==> config.mk <==
export PLATFORM = sky130hd
export DESIGN_NAME = glzw_packer
export DESIGN_NICKNAME = d
export VERILOG_FILES = /design/src/rtl/glzw_pkg.sv /design/src/rtl/glzw_packer.sv
export SDC_FILE = /design/constraint.sdc
export NUM_CORES = 1
export LEC_CHECK = 0
export BUFFER_PORTS_ARGS = -buffer_cell sky130_fd_sc_hd__buf_2
export CAP_MARGIN = 20
export CORE_MARGIN = 10
export CORE_UTILIZATION = 40
export CTS_CLUSTER_DIAMETER = 50
export DETAILED_ROUTE_END_ITERATION = 8
export PLACE_DENSITY = 0.69
export SKIP_CTS_REPAIR_TIMING = 1
export SYNTH_ARGS = -nofsm -noshare
export SYNTH_HDL_FRONTEND = slang
export SYNTH_SLANG_ARGS = --single-unit
==> constraint.sdc <==
create_clock -name clk -period 4.9 [get_ports clk]
set_input_delay 0.49 -clock clk [delete_from_list [all_inputs] [get_ports clk]]
set_output_delay 0.49 -clock clk [all_outputs]
set_load 0.05 [all_outputs]
==> src/rtl/glzw_pkg.sv <==
// Shared types and constants of the GIF LZW compressor.
// Used by glzw_packer and gif_lzw_compressor; depends on nothing.
package glzw_pkg;

  // Register value after reset
  localparam logic [3:0] RESET_MIN_SIZE = 4'd8;
  // Multiplier of the dictionary hash
  localparam logic [31:0] HASH_MULT = 32'h9E37_79B1;

  // Requests from the control sequencer to the bit packer
  typedef enum logic [1:0] {
    PK_PUT,
    PK_FLUSH,
    PK_END
  } pk_kind_t;

  typedef struct packed {
    logic     valid;
    pk_kind_t kind;
    logic     stream_end;
  } pk_op_t;

  // Minimum code size clamped to the range 2..8
  function automatic logic [3:0] eff_size(input logic [3:0] sz);
    logic [3:0] r;
    begin
      if (sz < 4'd2) r = 4'd2;
      else if (sz > 4'd8) r = 4'd8;
      else r = sz;
      return r;
    end
  endfunction

endpackage

==> src/rtl/glzw_packer.sv <==
// LSB-first bit packer with output register of the GIF LZW compressor.
// Holds one byte back so the last byte of each item can be marked.
// Depends on glzw_pkg.
module glzw_packer #(
  parameter int CW = 12,
  parameter int WW = 4
) (
  input  logic            clk,
  input  logic            rst_n,
  input  logic            clr,
  input  glzw_pkg::pk_op_t op,
  input  logic [CW-1:0]   code,
  input  logic [WW-1:0]   width,
  output logic            rdy,
  output logic            out_tvalid,
  input  logic            out_tready,
  output logic [7:0]      out_tdata,
  output logic            out_tlast,
  output logic            out_tuser
);
  import glzw_pkg::*;

  localparam int AccW = CW + 7;
  localparam int CntW = $clog2(CW + 8);

  logic [AccW-1:0] acc_r;
  logic [CntW-1:0] cnt_r;
  logic            flush_r;
  logic [7:0]      pend_r;
  logic            pend_v_r;
  logic            out_v_r;
  logic [7:0]      out_d_r;
  logic            out_l_r;
  logic            out_u_r;

  logic            out_free;
  logic            emit;
  logic            end_take;
  logic            out_load;
  logic [AccW-1:0] cnt_mask;
  logic [CW-1:0]   code_mask;
  logic [AccW-1:0] put_nxt;

  assign out_free  = !out_v_r || out_tready;
  assign emit      = out_free && ((cnt_r >= CntW'(8)) || (flush_r && (cnt_r != '0)));
  assign rdy       = out_free && (cnt_r < CntW'(8)) && !flush_r;
  assign end_take  = op.valid && rdy && (op.kind == PK_END);
  assign out_load  = !clr && pend_v_r && (emit || end_take);
  assign cnt_mask  = (AccW'(1) << cnt_r) - AccW'(1);
  assign code_mask = (CW'(1) << width) - CW'(1);
  assign put_nxt   = (acc_r & cnt_mask) | (AccW'(code & code_mask) << cnt_r);

  assign out_tvalid = out_v_r;
  assign out_tdata  = out_d_r;
  assign out_tlast  = out_l_r;
  assign out_tuser  = out_u_r;

  // packing, byte hold-back and output register
  always_ff @(posedge clk) begin
    if (!rst_n) begin
      acc_r    <= '0;
      cnt_r    <= '0;
      flush_r  <= 1'b0;
      pend_v_r <= 1'b0;
      out_v_r  <= 1'b0;
    end else begin
      if (out_load) out_v_r <= 1'b1;
      else if (out_tready) out_v_r <= 1'b0;
      if (clr) begin
        acc_r    <= '0;
        cnt_r    <= '0;
        flush_r  <= 1'b0;
        pend_v_r <= 1'b0;
      end else if (emit) begin
        if (pend_v_r) begin
          out_d_r <= pend_r;
          out_l_r <= 1'b0;
          out_u_r <= 1'b0;
        end
        pend_r   <= acc_r[7:0];
        pend_v_r <= 1'b1;
        acc_r    <= acc_r >> 8;
        cnt_r    <= (cnt_r > CntW'(8)) ? cnt_r - CntW'(8) : '0;
      end else if (flush_r && (cnt_r == '0)) begin
        flush_r <= 1'b0;
      end else if (op.valid && rdy) begin
        case (op.kind)
          PK_PUT: begin
            acc_r <= put_nxt;
            cnt_r <= cnt_r + CntW'(width);
          end
          PK_FLUSH: begin
            flush_r <= 1'b1;
          end
          PK_END: begin
            if (pend_v_r) begin
              out_d_r  <= pend_r;
              out_l_r  <= 1'b1;
              out_u_r  <= op.stream_end;
              pend_v_r <= 1'b0;
            end
          end
          default: begin
          end
        endcase
      end
    end
  end

endmodule

=== Word-level counts from Yosys, hierarchy flattened ===
Cells that the tools add are included.

* Bits in registers: 45
* Input port bits: 24
* Output and inout port bits: 12
* Logic and storage cells: 99

* $add $sub $neg: 4
* Order comparisons: 3
* Equal/unequal tests: 5
* Shifts and indexed selects: 3
* Mux-type cells: 34
* Bitwise operators: 7
* Reduce and logical (&&, ||, !) cells: 33

{| class="wikitable"
|+ Operators with widths
! kind !! count
|-
| $mux W11 || 4
|-
| $mux W8 || 5
|-
| $mux W5 || 5
|-
| $mux W1 || 20
|-
| $and A19 B19 Y19 || 1
|-
| $or A19 B19 Y19 || 1
|-
| $shl A1 B5 Y19 const A || 1
|-
| $shl A12 B5 Y19 || 1
|-
| $sub A19 B2 Y19 const B || 1
|-
| $reduce_and A3 Y1 || 5
|-
| $and A12 B12 Y12 || 1
|-
| $reduce_bool A2 Y1 || 6
|-
| $shl A1 B4 Y12 const A || 1
|-
| $sub A12 B2 Y12 const B || 1
|-
| $logic_and A1 B1 Y1 || 9
|-
| $reduce_and A7 Y1 || 1
|-
| $add A5 B4 Y5 || 1
|-
| $ge A5 B4 Y1 const B || 1
|-
| $gt A5 B4 Y1 const B || 1
|-
| $logic_not A5 Y1 || 1
|-
| $lt A5 B4 Y1 const B || 1
|-
| $reduce_and A5 Y1 || 1
|-
| $reduce_bool A5 Y1 || 1
|-
| $sub A5 B4 Y5 const B || 1
|-
| other kinds (10) || 18
|}

=== Longest topological paths before layout ===
Gate-level depths: netlist of run 1.

* Depth in word-level cells: 9
* Gate-level depth with buffers: 14
* Depth with buffers taken out: 10

=== Least setup slack after synthesis of run 1 ===
No wires, ideal clock.

* Path kind: register to register
* Start point: reg cnt_r[3]
* End point: reg out_d_r[0], in the netlist out_tdata[0] (enable)
* Setup time: 0.375 ns
* Arrival: 2.779 ns
* Data required time: 4.525 ns
* Path slack: 1.746 ns
* Stages on the path, launching flop included: 6
* Buffers on the path: 1
* Period minus slack after synthesis: 3.154 ns
* Cell sequence: dfxtp_1 -> or2_1 -> clkbuf_1 -> nor3_1 -> nand4b_1 -> a21oi_1

* Longest elaborated chain between the ends: 6
* Elaborated cells between the ends (all ways): 15
* Classes of those cells: order compare (2); eq/ne (1); reduce/logical (12)

{| class="wikitable"
|+ Ends and longest elaborated chain
! what !! RTL line !! source
|-
| start: declaration || glzw_packer.sv:27 || <nowiki>logic [CntW-1:0] cnt_r;</nowiki>
|-
| start signal: assignment || glzw_packer.sv:83 || <nowiki>cnt_r <= (cnt_r > CntW'(8)) ? cnt_r - CntW'(8) : '0;</nowiki>
|-
| start signal: assignment || glzw_packer.sv:90 || <nowiki>cnt_r <= cnt_r + CntW'(width);</nowiki>
|-
| $lt A5 B4 Y1 || glzw_packer.sv:46 || <nowiki>assign rdy = out_free && (cnt_r < CntW'(8)) && !flush_r;</nowiki>
|-
| $logic_and A1 B1 Y1 (2 in a row) || glzw_packer.sv:46 ||
|-
| net rdy || glzw_packer.sv:14 || <nowiki>output logic rdy,</nowiki>
|-
| $logic_and A1 B1 Y1 || glzw_packer.sv:86 || <nowiki>end else if (op.valid && rdy) begin</nowiki>
|-
| $reduce_bool A2 Y1 (no source line) || n/a ||
|-
| $reduce_and A5 Y1 (no source line) || n/a ||
|-
| end signal: assignment || glzw_packer.sv:76 || <nowiki>out_d_r <= pend_r;</nowiki>
|-
| end signal: assignment || glzw_packer.sv:97 || <nowiki>out_d_r <= pend_r;</nowiki>
|-
| end: declaration || glzw_packer.sv:32 || <nowiki>logic [7:0] out_d_r;</nowiki>
|}

The timed path passes the listed nets, and every way through them passes these cells.
A chain may end at the register's enable or synchronous reset.

=== Final worst setup path of run 1 ===
* Start point: reg cnt_r[3]
* End point: reg acc_r[18]

* Longest elaborated chain between the ends: 5
* Elaborated cells between the ends (all ways): 19
* Classes of those cells: add/sub (1); order compare (2); shift (2); bitwise (3); reduce/logical (11)

{| class="wikitable"
|+ Ends and longest elaborated chain
! what !! RTL line !! source
|-
| parallel branches: the longest is 5 deep, another holds $sub A19 B2 Y19 || n/a ||
|-
| end signal: assignment || glzw_packer.sv:82 || <nowiki>acc_r <= acc_r >> 8;</nowiki>
|-
| end signal: assignment || glzw_packer.sv:89 || <nowiki>acc_r <= put_nxt;</nowiki>
|-
| end: declaration || glzw_packer.sv:26 || <nowiki>logic [AccW-1:0] acc_r;</nowiki>
|}

Several ways; the timed one is not identified.

==> results of run 1 <==
[worst paths after layout]
path / startpoint / to / slack (ns) / cells past startpoint
min: rst_n / out_tvalid / 0.40 / 2
max reg2reg: cnt_r[3] / acc_r[18] / 2.00 / 8
max: cnt_r[3] / acc_r[18] / 2.00 / 8
min reg2reg: pend_r[7] / out_tdata[7] / 0.43 / 0
[state kept, by name (all words and copies together), names as in the netlist]
signal	flops
out_tuser	1
flush_r	1
out_tlast	1
out_tvalid	1
acc_r	19
pend_r	8
cnt_r	5
out_tdata	8
pend_v_r	1
[cell type report]
class,count,share of cell area
repair buffers,39,0.05975
inverters,5,0.005464
well taps,102,0.03716
flip-flops and latches,45,0.3148
multi-input cells,305,0.5556
clock inverters,3,0.007286
clock buffers,5,0.02004
[cells in the final DEF (no fill, tap or decap), types with 5 or more instances in the layout]
cell type / n
ha_1: 6
nor3_1: 11
a211oi_1: 6
nand2b_1: 7
mux2i_1: 7
a21o_1: 5
or3_1: 8
nor2_1: 37
nand3_1: 12
dfxtp_1: 27
edfxtp_1: 18
o21ai_0: 30
nor2b_1: 5
a31oi_1: 5
o211ai_1: 9
nand2_1: 46
nand4_1: 5
buf_2: 35
clkbuf_8: 5
a21oi_1: 31
[per-layer routing]
metal	share of wire	GRT usage	vias up
li1	-	-	1487
met4	0.016	0.05179	0
met2	0.43	0.2228	164
met3	0.099	0.03953	10
met1	0.45	0.2041	1437
met5	0	0	-
[report_power, final]
part | switching, mW | internal, mW | leakage, nW
registers | 0.00253 | 0.390 | 0.378
logic | 0.0806 | 0.0441 | 0.818
clock network | 0.140 | 0.103 | 0.0447
total | 0.223 | 0.537 | 1.24
[per-stage QoR]
step	hold slack (ns)	cell area, um^2	total power [mW]	cells
floorplan	0.4003	3147	0.4871	387
global placement	0.4013	3341	0.5208	496
detailed placement	0.4061	3341	0.5228	496
CTS	0.4054	3435	0.7598	504
global route	0.4123	3435	0.7887	504
finish	0.4014	3435	0.7601	504
[cell families after synthesis]
family | after synthesis
buf+inv | 37
flops | 45
compound gates | 128
mux | 9
fa+ha+maj | 7
simple gates | 157
xor+xnor | 4
[worst max-delay path: stages, from the launching register on]
cell	delay (ns)
dfxtp_1	0.51
nor2_1	0.65
nand2_1	0.27
ha_1	0.39
o21ai_0	0.13
nand2_1	0.17
a211o_1	0.39
a211oi_1	0.17
a21oi_1	0.09
==> impl_results.md, run 1 <==
- Sequential Area: 0.001081 mm^2
- Worst Path Required: a little over 5 ns
- Cells after synthesis: 387
- Fraction of layout cells with a size suffix above 1: 0.1468
- Sum Neg Setup Slack: 0 ns
- 1st-iter DRT viols: about 300
- Seq/Total Area, Yosys: 0.3435
- Worst-path maximum fanout: 16
- Synthesized Nets: 418
- H-Tree Level Count: 2
- Worst Clk Skew: 0.005051 ns
- Clock-pin slew on the worst setup and hold paths: 0.09 ns
- #FFs+latches synth: 45
- Number of core rows: 32
- Area of the multi-input gates: between 0.0015 and 0.002 mm^2
- Worst hold path class: in2reg
- VDD IR max: 0.1307 mV
- Cts bufs inserted: 5
- Core Box Area: 0.007687 mm^2
- Layout area overhead: 9.145%
- Wire per inst: 17.43 um
- Most frequent cell after synthesis: nand2_1
- Vias/cell: 6.147
- Synthesized area per cell: between 8 and 9 um^2
- Grt total ovfl: 0
- DR pass1 iterations: 5
- DRC Markers: 0
- CTS tree: yes
- Max-cap violations: 0
- Critical path class: reg2reg
- Number of synthesized flops with an enable pin: 18
- Synth Warn #: 0
- Starting density of the core: 0.4093
- I/O Pins: 36
- FILL cells: 806
- Cell variety after synth: 69
- Simple-Gate Fraction of Synth Area: 0.2565
- Max Slew Vio Count: 0
- Cell leakage power: between 1 and 1.5 nW
- Status: finished clean
- CP Capture Type: register
- Die H: 108.7 um
- Unrepaired setup endpoints after global routing: false
- Top post-synthesis cells by count: nand2_1, nor2_1, a21oi_1
- Fmax: 0.3450 GHz
- Via count: 3098
- Multiplexer area fraction after synthesis: 0.03300
- Synth Area in Compound Gates: 0.2755
- Slew HR: 0.3571
- Area share of fa/ha/maj cells after synthesis: 0.03022
- Final Hold Viols: 0
- Pre-CTS WS: roughly 1.8 ns
- Setup-failing EPs final: 0
- Die footprint: 0.01181 mm^2
- Hpwl dp: 6.279 mm
- Final nets: 432
- I/O Buffers: 35
- Total wire length: between 8 and 9 mm
- Finished Core Util: 0.4468
- Crit path DAT: 3.10 ns
- CTS Buffer Depth: 2
- First-pass GRT wire length: 14.47 mm
- Clock sinks: 45
- Antenna violations before repair: 0
- Root Driver: clkbuf_8
- RePlAce Congestion: about 0.9
- Setup WS post-layout: roughly 2 ns
- Min cycle time layout: 2.898 ns
- Mapped Area: approximately 0.0031 mm^2
- Antenna viol nets, final: 0
- Post-synth top area share: 0.1718
- Startpoint Class: register
- Post-Synth XOR/XNOR Area: 0.01113
- Total GRT Usage: 0.1495
- Diode count: 0
- Slew @ Worst Pin: between 0.9 and 1 ns
- Main synth FF type: dfxtp_1
- Die Wd: 108.7 um
- Vias in the first global route: 2832
- Largest cells by area after synthesis: dfxtp_1, edfxtp_1, nand2_1
- Power per cell area: approximately 220 mW/mm^2
- Clk_lat worst skew: 0.31 ns
- Period utilisation layout: 0.5915
- Largest net degree at the start of global routing: 48
- Largest family of logic cells by synthesized area: compound AO/OA/AOI/OAI gates
- Area leader, netlist: dfxtp_1
- Ys async rst share: 0
No activity file was read; power rests on OpenSTA's default activity.
==> run 2: changes to the inputs <==
--- a/config.mk
+++ b/config.mk
@@ -5,13 +5,14 @@
 export SDC_FILE = /design/constraint.sdc
 export NUM_CORES = 1
 export LEC_CHECK = 0
+export ABC_AREA = 1
 export BUFFER_PORTS_ARGS = -buffer_cell sky130_fd_sc_hd__buf_2
 export CAP_MARGIN = 20
 export CORE_MARGIN = 10
 export CORE_UTILIZATION = 40
 export CTS_CLUSTER_DIAMETER = 50
 export DETAILED_ROUTE_END_ITERATION = 8
-export PLACE_DENSITY = 0.69
+export PLACE_DENSITY = 0.71
 export SKIP_CTS_REPAIR_TIMING = 1
 export SYNTH_ARGS = -nofsm -noshare
 export SYNTH_HDL_FRONTEND = slang
==> constraint.sdc (replaced) <==
create_clock -name clk -period 2.5 [get_ports clk]
set_input_delay 0.25 -clock clk [delete_from_list [all_inputs] [get_ports clk]]
set_output_delay 0.25 -clock clk [all_outputs]
set_load 0.05 [all_outputs]
==> impl_results.md, run 2 <==
- WP buf/inv: 3
- RR Startpoint: cnt_r[4]
- Post-Synth XOR/XNOR Area: 0.002827
- Largest cells by area after synthesis: dfxtp_1, edfxtp_1, nand2_1
- FILL cells: ~810
- Fraction of layout cells with a size suffix above 1: 0.1775
- Crit-path most repeated cell: nand2_1
- Number of core rows: 32
- Total GRT Usage: 0.1530
- Area leader, netlist: dfxtp_1
- Die H: about 110 um
- Vias/cell: 5.513
- Worst-path maximum fanout: 10
- Min cycle time layout: 2.189 ns
- Slack of the worst reg-to-reg path: between 0.3 and 0.4 ns
- Synthesized Nets: 476
- Worst hold path class: in2reg
- Critical path, cell by cell: inv_2 -> nand2_8 -> nor2_4 -> inv_2 -> nor2_4 -> inv_1 -> ha_1 -> nand2_1 -> nor2_2 -> nand2_1 -> o22ai_1 -> a31oi_1 -> nand2_1 -> nand2_1 -> a21oi_2
- Die footprint: 0.01167 mm^2
- Period utilisation layout: 0.8758
- Reg-to-Reg End: acc_r[10]
- Main synth FF type: dfxtp_1
- Diode count: 0
- Area share of fa/ha/maj cells after synthesis: 0.03069
- CTS Buffer Depth: 2
- Setup WS post-layout: around 0.31 ns
- Die Wd: 108.0 um
- Worst Hold Endpoint: flush_r
- Clock sinks: 45
- Cell leakage power: around 1.5 nW
- Setup-failing EPs final: 0
- Crit path DAT: 2.39 ns
- Worst reg2reg path depth: 15
- Post-synth top area share: 0.1745
- #FFs+latches synth: 45
- RePlAce Congestion: 0.9597
- Synth Warn #: 0
- Via count: between 3k and 4k
- Finished Core Util: 0.4530
- Layout area overhead: 11.83%
- Cells after synthesis: 445
- I/O Pins: 36
- Largest family of logic cells by synthesized area: simple AND/OR/NAND/NOR gates
- Slew @ Worst Pin: 0.6239 ns
- Core Box Area: 0.007647 mm^2
- Pre-CTS WS: 0.2730 ns
- Min-delay src: op[3]
- Grt total ovfl: 0
- Most frequent cell after synthesis: nand2_1
- Hpwl dp: between 6 and 7 mm
- Max-cap violations: 0
- Inst Count DP: 573
- Mapped Area: 0.003098 mm^2
- Fmax: 0.4567 GHz
- Simple-Gate Fraction of Synth Area: 0.3639
- Cell variety after synth: between 40 and 50
- Seq/Total Area, Yosys: 0.3489
- Ys async rst share: 0
- H-Tree Level Count: 2
- Status: finished clean
- Sum Neg Setup Slack: 0 ns
- Highest-delay cell along the critical path: dfxtp_1
- Commonest non-fill, non-tap cell in the layout: nand2_1
- Clock-pin slew on the worst setup and hold paths: 0.09 ns
- Top reg by flops: acc_r
- Top post-synthesis cells by count: nand2_1, nand3_1, nor2_1
- 1st-iter DRT viols: 287
- Crit-path leading delay family: simple AND/OR/NAND/NOR gates
- Starting density of the core: 0.4051
- Post-Layout Cell Count: 581
- Final Hold Viols: 0
- Root Driver: clkbuf_8
- Wire per inst: 15.06 um
- I/O Buffers: 35
- Synthesized area per cell: 6.962 um^2
- Antenna viol nets, final: 0
- Slew HR: 0.5825
- Max Slew Vio Count: 0
- Number of synthesized flops with an enable pin: 18
- VDD IR max: 0.1993 mV
- WHS Path Cells: 3
- DR pass1 iterations: 5
- Vias in the first global route: 3113
- Largest register FFs: 19
- Max stage delay on crit path: 0.35 ns
- Largest net degree at the start of global routing: 17
- Power per cell area: between 400 and 500 mW/mm^2
- First-pass GRT wire length: 14.71 mm
- CTS tree: yes
- Total wire length: 8.749 mm
- Startpoint Class: register
- Critical path class: reg2reg
- Antenna violations before repair: 0
- Unrepaired setup endpoints after global routing: false
- Multiplexer area fraction after synthesis: 0.003231
- Synth Area in Compound Gates: 0.1620
- Final nets: 509
- DRC Markers: 0
- CP Capture Type: register
- Worst Path Required: 2.70 ns
- Most frequent cells in the layout: nand2_1, nand3_1, nor2_1, buf_2, inv_1
- Cts bufs inserted: 5
- Worst Clk Skew: 0.009564 ns
- Clk_lat worst skew: 0.31 ns
==> run 2: cell families (layout without fill, tap and decap cells) <==
| logic type | after synthesis | in the layout |
|---|---|---|
| compound gates | 87 | 87 |
| buf+inv | 61 | 95 |
| simple gates | 243 | 243 |
| mux | 1 | 1 |
| flops | 45 | 45 |
| xor+xnor | 1 | 1 |
| fa+ha+maj | 7 | 7 |
==> run 2: metal layers <==
metal  GRT usage  vias up  share of wire
met5           0        -              0
li1            -     1575              -
met1      0.1937     1476           0.43
met2      0.2496      132           0.47
met4     0.05821        0          0.023
met3     0.03212       20          0.075
==> run 2: power by group <==
part	leakage (nW)	switching, mW	internal (mW)
Clock	0.0481	0.267	0.199
Combinational	1.07	0.241	0.119
Sequential	0.369	0.00992	0.768
Total	1.48	0.518	1.09
==> run 2: layout make-up <==
| class | count | area [um^2] | share of cell area |
|---|---|---|---|
| clock buffers | 5 | 68.82 | 0.01986 |
| clock inverters | 3 | 22.52 | 0.006501 |
| multi-input cells | 339 | 1743 | 0.5031 |
| repair buffers | 46 | 257.7 | 0.07440 |
| flip-flops and latches | 45 | 1081 | 0.3120 |
| inverters | 41 | 163.9 | 0.04731 |
| well taps | 102 | 127.6 | 0.03684 |
==> run 2: worst min-delay path, stage by stage <==
cell and delay, ns:
buf_2 0.11, nand4_1 0.08, a21oi_1 0.06
==> run 2: stage by stage <==
stage / cell area (um^2) / hold WS [ns] / total power [mW]
finish: 3465 / 0.2344 / 1.604
floorplan: 3098 / 0.4003 / 1.047
global placement: 3373 / 0.4004 / 1.143
detailed placement: 3373 / 0.4070 / 1.145
CTS: 3465 / 0.2365 / 1.595
global route: 3465 / 0.2461 / 1.682
==> run 2: worst max path at each step <==
stage	depth (start not counted)	slack, ns	end	from
finish	15	0.31	acc_r[10]	cnt_r[4]
detailed placement	13	0.27	acc_r[5]	width[1]
global placement	13	0.33	acc_r[5]	width[1]
global route	7	0.08	out_tdata[6]	cnt_r[4]
CTS	7	0.30	out_tdata[6]	cnt_r[4]
floorplan	8	0.16	out_tdata[0]	cnt_r[3]
